### config.mk
export PLATFORM = sky130hd
export DESIGN_NAME = dmwc_arrays
export DESIGN_NICKNAME = d
export VERILOG_FILES = /design/src/rtl/direct_mapped_writeback_cache_unit_assert.svh /design/src/rtl/dmwc_pkg.sv /design/src/rtl/dmwc_arrays.sv
export SDC_FILE = /design/constraint.sdc
export NUM_CORES = 2
export LEC_CHECK = 0
export ABC_CLOCK_PERIOD_IN_PS = 6000
export BUFFER_PORTS_ARGS = -buffer_cell sky130_fd_sc_hd__buf_2
export CAP_MARGIN = 25
export CORE_ASPECT_RATIO = 1.1
export CORE_UTILIZATION = 36
export DETAILED_ROUTE_END_ITERATION = 16
export PLACE_DENSITY = 0.6
export SLEW_MARGIN = 20
export SYNTH_ARGS = -nofsm -noshare
export SYNTH_HDL_FRONTEND = slang
export SYNTH_SLANG_ARGS = --single-unit
### constraint.sdc
create_clock -name clk -period 6 [get_ports clk]
set_input_delay 1.5 -clock clk [delete_from_list [all_inputs] [get_ports clk]]
set_output_delay 1.5 -clock clk [all_outputs]
set_load 0.005 [all_outputs]
### src/rtl/direct_mapped_writeback_cache_unit_assert.svh
// Assertion macros for the direct-mapped write-back cache unit.
`ifndef DIRECT_MAPPED_WRITEBACK_CACHE_UNIT_ASSERT_SVH
`define DIRECT_MAPPED_WRITEBACK_CACHE_UNIT_ASSERT_SVH

// Condition implies consequence in the same cycle.
`define DMWC_ASSERT_NOW(lbl, clk, rst, cond, cons, msg) \
  lbl: assert property (@(posedge clk) disable iff (rst) (cond) |-> (cons)) else $error(msg);

// Condition implies consequence in the next cycle.
`define DMWC_ASSERT_NEXT(lbl, clk, rst, cond, cons, msg) \
  lbl: assert property (@(posedge clk) disable iff (rst) (cond) |=> (cons)) else $error(msg);

`endif

### src/rtl/dmwc_pkg.sv
// Shared types and constants of the direct-mapped write-back cache unit.
package dmwc_pkg;

  localparam int ADDR_W = 11;
  localparam int BYTE_W = 8;

  // Request kind codes
  localparam logic KIND_READ  = 1'b0;
  localparam logic KIND_WRITE = 1'b1;

  typedef enum logic [2:0] {
    S_IDLE,
    S_LOOKUP,
    S_WB,
    S_FILL,
    S_FIN
  } state_t;

  // Strobes to the cache arrays
  typedef struct packed {
    logic data_rd;
    logic data_wr;
    logic meta_rd;
    logic meta_wr;
  } arr_ctl_t;

  // Strobes to the backing memory
  typedef struct packed {
    logic rd;
    logic wr;
  } mem_ctl_t;

  // Tag width left over from the address; at least one bit.
  function automatic int tag_w(input int off_w, input int idx_w);
    int r;
    r = (ADDR_W > off_w + idx_w) ? (ADDR_W - off_w - idx_w) : 1;
    return r;
  endfunction

endpackage

### src/rtl/dmwc_arrays.sv
// Cache line data array, tag/dirty array and per-line valid bits.
module dmwc_arrays #(
  parameter int LINES      = 16,
  parameter int LINE_BYTES = 16
) (
  input  logic                                   clk,
  input  logic                                   rst,
  input  dmwc_pkg::arr_ctl_t                     ctl,
  input  logic [$clog2(LINES)-1:0]               meta_rd_idx,
  input  logic [$clog2(LINES)-1:0]               meta_wr_idx,
  input  logic [dmwc_pkg::tag_w($clog2(LINE_BYTES), $clog2(LINES))-1:0] meta_wr_tag,
  input  logic                                   meta_wr_dirty,
  input  logic [$clog2(LINES*LINE_BYTES)-1:0]    data_rd_addr,
  input  logic [$clog2(LINES*LINE_BYTES)-1:0]    data_wr_addr,
  input  logic [dmwc_pkg::BYTE_W-1:0]            data_wr_byte,
  output logic [dmwc_pkg::BYTE_W-1:0]            data_q,
  output logic [dmwc_pkg::tag_w($clog2(LINE_BYTES), $clog2(LINES))-1:0] tag_q,
  output logic                                   dirty_q,
  output logic                                   valid_q
);

  localparam int OFF_W  = $clog2(LINE_BYTES);
  localparam int IDX_W  = $clog2(LINES);
  localparam int TAG_W  = dmwc_pkg::tag_w(OFF_W, IDX_W);
  localparam int BYTE_W = dmwc_pkg::BYTE_W;

  logic [BYTE_W-1:0] data_mem [LINES*LINE_BYTES];
  logic [TAG_W:0]    meta_mem [LINES];   // {dirty, tag}
  logic [LINES-1:0]  valid;
  logic [TAG_W:0]    meta_rd;

  always_ff @(posedge clk) begin
    if (ctl.data_wr) begin
      data_mem[data_wr_addr] <= data_wr_byte;
    end
    if (ctl.data_rd) begin
      data_q <= data_mem[data_rd_addr];
    end
  end

  always_ff @(posedge clk) begin
    if (ctl.meta_wr) begin
      meta_mem[meta_wr_idx] <= {meta_wr_dirty, meta_wr_tag};
    end
    if (ctl.meta_rd) begin
      meta_rd <= meta_mem[meta_rd_idx];
    end
  end

  always_ff @(posedge clk) begin
    if (rst) begin
      valid   <= '0;
      valid_q <= 1'b0;
    end else begin
      if (ctl.meta_wr) begin
        valid[meta_wr_idx] <= 1'b1;
      end
      if (ctl.meta_rd) begin
        valid_q <= valid[meta_rd_idx];
      end
    end
  end

  // An invalid line reads as tag 0, clean
  assign tag_q   = valid_q ? meta_rd[TAG_W-1:0] : '0;
  assign dirty_q = valid_q & meta_rd[TAG_W];

endmodule

* After elaboration in Yosys (flattened, before gate mapping)
Memory sizes are Yosys's and may differ from the RTL's. A register that Yosys moved wholly into a read port is not among the register bits.
Cells that the tools add are included.
** Word-level totals
- Input bits :: 42
- Bits in writable memories :: 2112
- Memories kept :: 2
- Register bits :: 17
- Output and inout port bits :: 13
- Word-level logic and storage cells :: 19
** Cells by class
- Mux-type cells :: 9
- Bitwise logic cells :: 2
- Reductions and logical operators :: 1
- Magnitude comparators :: 3
** Memory list
- data_mem :: words 256, width 8, read ports 1, clocked after Yosys merged registers in 1, wr ports 1, RTL line dmwc_arrays.sv:27 : logic [BYTE_W-1:0] data_mem [LINES*LINE_BYTES];
- meta_mem :: words 16, width 4, read ports 1, clocked after Yosys merged registers in 1, wr ports 1, RTL line dmwc_arrays.sv:28 : logic [TAG_W:0] meta_mem [LINES];
** Operators with widths (number)
- bitwise OR 16 bit :: 1
- < comparator 4 x 5 -> 1 bit, second input constant :: 2
- two-way mux 1 bit :: 6
- binary-select mux 1 bit (select 4 bit) :: 1
- demux 1 bit (select 4 bit) :: 1
- greater-or-equal comparator 4 x 1 -> 1 bit, second input constant :: 1
- two-way mux 3 bit :: 1
- AND 1 bit :: 1
- logical AND 1 bit :: 1

* Logic depth before layout (Yosys ltp)
- Depth after elaboration :: 5
- Mapped depth :: 11
- Depth with buffers taken out :: 6

* Worst setup path before layout
No wires, ideal clock.
- Path type :: in2reg
- Start point :: input port data_rd_addr[1]
- End point :: register data_q[0] in the netlist's numbering (read register of data_mem) (data pin)
- Path buffers :: 4
- Data arrival time :: 3.196 ns
- Stages on the path :: 9
- Slack :: 2.536 ns
- Data required time :: 5.733 ns
- Path through :: buf_4 > buf_4 > buf_4 > clkbuf_1 > mux4_2 > a22oi_1 > a21oi_1 > nor4_1 > nor4_2
** RTL lines
- start, declared :: RTL line dmwc_arrays.sv:13 : input logic [$clog2(LINES*LINE_BYTES)-1:0] data_rd_addr,
- end, declared :: RTL line dmwc_arrays.sv:16 : output logic [dmwc_pkg::BYTE_W-1:0] data_q,

==> impl_results.md <==
- CTS tree: done
- Initial DRC Count: about 4400
- Ys async rst share: 0%
- Die area: 232200 um^2
- Worst Hold End: valid[8]$_SDFFE_PP0P_
- Core Area: approximately 230000 um^2
- Routed wire length: 209000 um
- Final Instance Area: 93670 um^2
- Final Non-Filler Cells: 7367
- Critical Path Source Type: input port
- Leak: 28.68 nW
- Synthesized cell area: roughly 83000 um^2
- Reg2Reg Depth: 7
- EDFF count, synth: 2124
- F_max: 239.1 MHz
- Hold Fails Final Rpt: 0
- Number of synthesized register bits: between 2000 and 2500
- Worst r2r src: data_mem[77][2]$_DFFE_PP_
- CTS resizes: 0
- Synth cell types: 55
- WHS Path Cells: 2
- RePlAce Congestion: slightly above 0.8
- Total CTS buffers: 213
- Critical path endpoint category: flop
- Initial core utilization: 36.26%
- CTS max path bufs: 3
- Avg Synthesized Cell Area: 20.97 um^2
- Worst hold path type: flop to flop
- Synth warnings: 0
- CP max stage delay: 0.90 ns
- PortBufs: 54
- Die Wd: 459.5 um
- Post-route minimum period: 4.183 ns
- Htree depth: 4
- First-pass GRT wire length: between 300000 and 400000 um
- Most Frequent Cell on Critical Path: nor4_1
- Total setup buffers inserted after CTS: 0
- Critical path type: input port to flop
- Crit path from: data_rd_addr[1]
- Largest net degree at the start of global routing: 177
- Antenna violations before repair: 6
- Power per cell area: 329.7 nW/um^2
- Root Buffer: clkbuf_16
- Sink Count: 2141
- CP required: 6.56 ns
- Most frequent cells in the layout: edfxtp_1, mux4_2, nor2_1, clkbuf_16, mux2i_1
- Crit path buffers/inverters: 3
- Relative slew margins: 25.86%
- Post-CTS Hold Buffers: 0
- Fin nets: between 4000 and 5000
- Reg-to-Reg End: data_q[2]$_DFFE_PP_
- Seq/Total Area, Yosys: 77.35%
- Hold path startpoint: valid[8]$_SDFFE_PP0P_
- Clk slew on worst S/H paths: 0.06 ns
- Flop2flop setup slack: 3.29 ns
- Via density: 5.501
- Die Y: 505.3 um
- Share of post-route cells with drive strength above 1: 22.30%
- RSZ-0062 raised after global routing: no
- Critical path cell sequence: buf_8, buf_12, nor4b_1, a221oi_1, o21ai_1, a21oi_1, nor4_1, buf_4, nor4_1
- DRT antenna net count: 0
- HPWL after DPL: 126600 um
- # DRC: 0
- CP top delay family: simple AND/OR/NAND/NOR gates
- First-pass DRT Iterations: 5
- Setup Skew: 0.02368 ns
- Row cnt: 184
- Most common cell after layout, fill and taps aside: edfxtp_1
- Slew Limit Fails: 0
- I/O pin count: 55
- Via count: 40530
- Gr usage total: 17.84%
- Status: finished, final reports clean
- Total global routing overflow: 0
- Syn_nets: 3996
- Worst EP arrival: ~4.8 ns
- Vias in the first global route: about 41000
- Clk_lat worst skew: 0.85 ns
- Peak supply drop: 0.2547 mV
- Synthesis-to-layout area growth: 13.00%
- Cell area after placement: approximately 87000 um^2
- Critical path depth: 9
- Power Total: between 30 and 40 mW
- Final setup fails: 0
- Instance count of the mapped netlist: 3954
- Worst Max-Slew Pin Slew: 1.110 ns
- Setup TNS: 0 ns
- Placed Cells: approximately 7000
- Max-cap violations: 0
- WL/cell: about 28 um
- Synth Flop Type: edfxtp_1
- Final Cycle Share: between 60% and 70%
- CP Max Fanout: 64
- Slowest CP cell: nor4b_1
==> worst max path at each step <==
stage	end	slack, ns
after global placement	data_q[0]$_DFFE_PP_	0.51
final	data_q[2]$_DFFE_PP_	1.82
after CTS	data_q[4]$_DFFE_PP_	1.79
after detailed placement	data_q[4]$_DFFE_PP_	0.90
after global routing	data_q[2]$_DFFE_PP_	1.75
after floorplan	data_q[0]$_DFFE_PP_	2.54
==> worst register-to-register path: stages, from the launching register on <==
cell and delay, ns:
edfxtp_1 0.37, mux4_2 0.46, nor2b_1 0.15, a211oi_1 0.43, nor3_1 0.12, nor4_1 0.64, buf_4 0.24, nor4_1 0.05
==> logic make-up (layout without fill, tap and decap cells) <==
kind of cell    Yosys count  after routing  synth area share [%]
simple gates            538            538                 2.907
mux                     621            621                 14.38
buf+inv                 238            580                 1.878
other cells               0              2                     0
compound gates          416            416                 3.491
flops                  2141           2141                 77.35
==> through the flow <==
stage / hold slack (ns) / util [%] / setup WS, ns
floorplan: 0.4348 / - / 2.536
global placement: 0.4450 / 37.98 / 0.5150
detailed placement: 0.4575 / 38.01 / 0.9050
CTS: 0.4750 / 40.95 / 1.788
global route: 0.4993 / 40.98 / 1.753
finish: 0.4697 / 40.98 / 1.817
==> registers in the layout (all words and copies together) (netlist names) <==
| signal | flops |
|---|---|
| data_mem | 2048 |
| data_q | 8 |
| meta_mem | 64 |
| meta_rd | 4 |
| valid | 16 |
| valid_q | 1 |
==> layer usage <==
metal  routed length (um)  vias up  global-route usage, %
met5                    0        -                      0
met4                 6730        0                  6.080
met3                13440      329                  2.799
met2               103500     1491                  29.20
met1                85300    21820                  24.22
li1                     -    16880                      -
==> report_power, final <==
part / internal (mW) / switching [mW]
Clock: 7.21 / 5.66
Combinational: 0.506 / 0.994
Sequential: 16.5 / 0.0233
==> area by class of cell <==
cell class	instances	area, um^2
clock buffers	273	5680
well taps	3069	3840
flip-flops and latches	2141	64120
diodes	2	5.005
clock inverters	123	1045
inverters	2	7.507
repair buffers	182	1673
fillers	19950	134900
multi-input cells	1575	17300
==> synth_stat cells, drive strengths merged, types with 2 or more instances <==
cell | instances | area share [%]
edfxtp | 2124 | 77
mux4 | 455 | 12
nor2 | 326 | 1.5
mux2i | 165 | 2.0
a22oi | 160 | 1.4
buf | 123 | 1.4
clkbuf | 113 | 0.51
a21oi | 106 | 0.64
nand2 | 51 | 0.23
nor3 | 40 | 0.24
o22ai | 40 | 0.30
o221ai | 33 | 0.36
nor4 | 29 | 0.25
nand3 | 24 | 0.14
nor2b | 23 | 0.17
a211oi | 21 | 0.19
dfxtp | 17 | 0.41
nand2b | 13 | 0.098
a311oi | 9 | 0.095
a221oi | 8 | 0.085
and2 | 8 | 0.060
o211ai | 7 | 0.063
o21ai | 7 | 0.042
o22a | 7 | 0.074
a22o | 5 | 0.053
nand3b | 5 | 0.045
or2 | 5 | 0.038
nand4 | 3 | 0.023
nor4b | 3 | 0.039
a311o | 2 | 0.024
a31oi | 2 | 0.015
a32o | 2 | 0.024
a32oi | 2 | 0.021
and3b | 2 | 0.021
inv | 2 | 0.0091
o21a | 2 | 0.018
o311ai | 2 | 0.021
or3b | 2 | 0.021
Note: power is estimated with default switching activity, not from simulation.
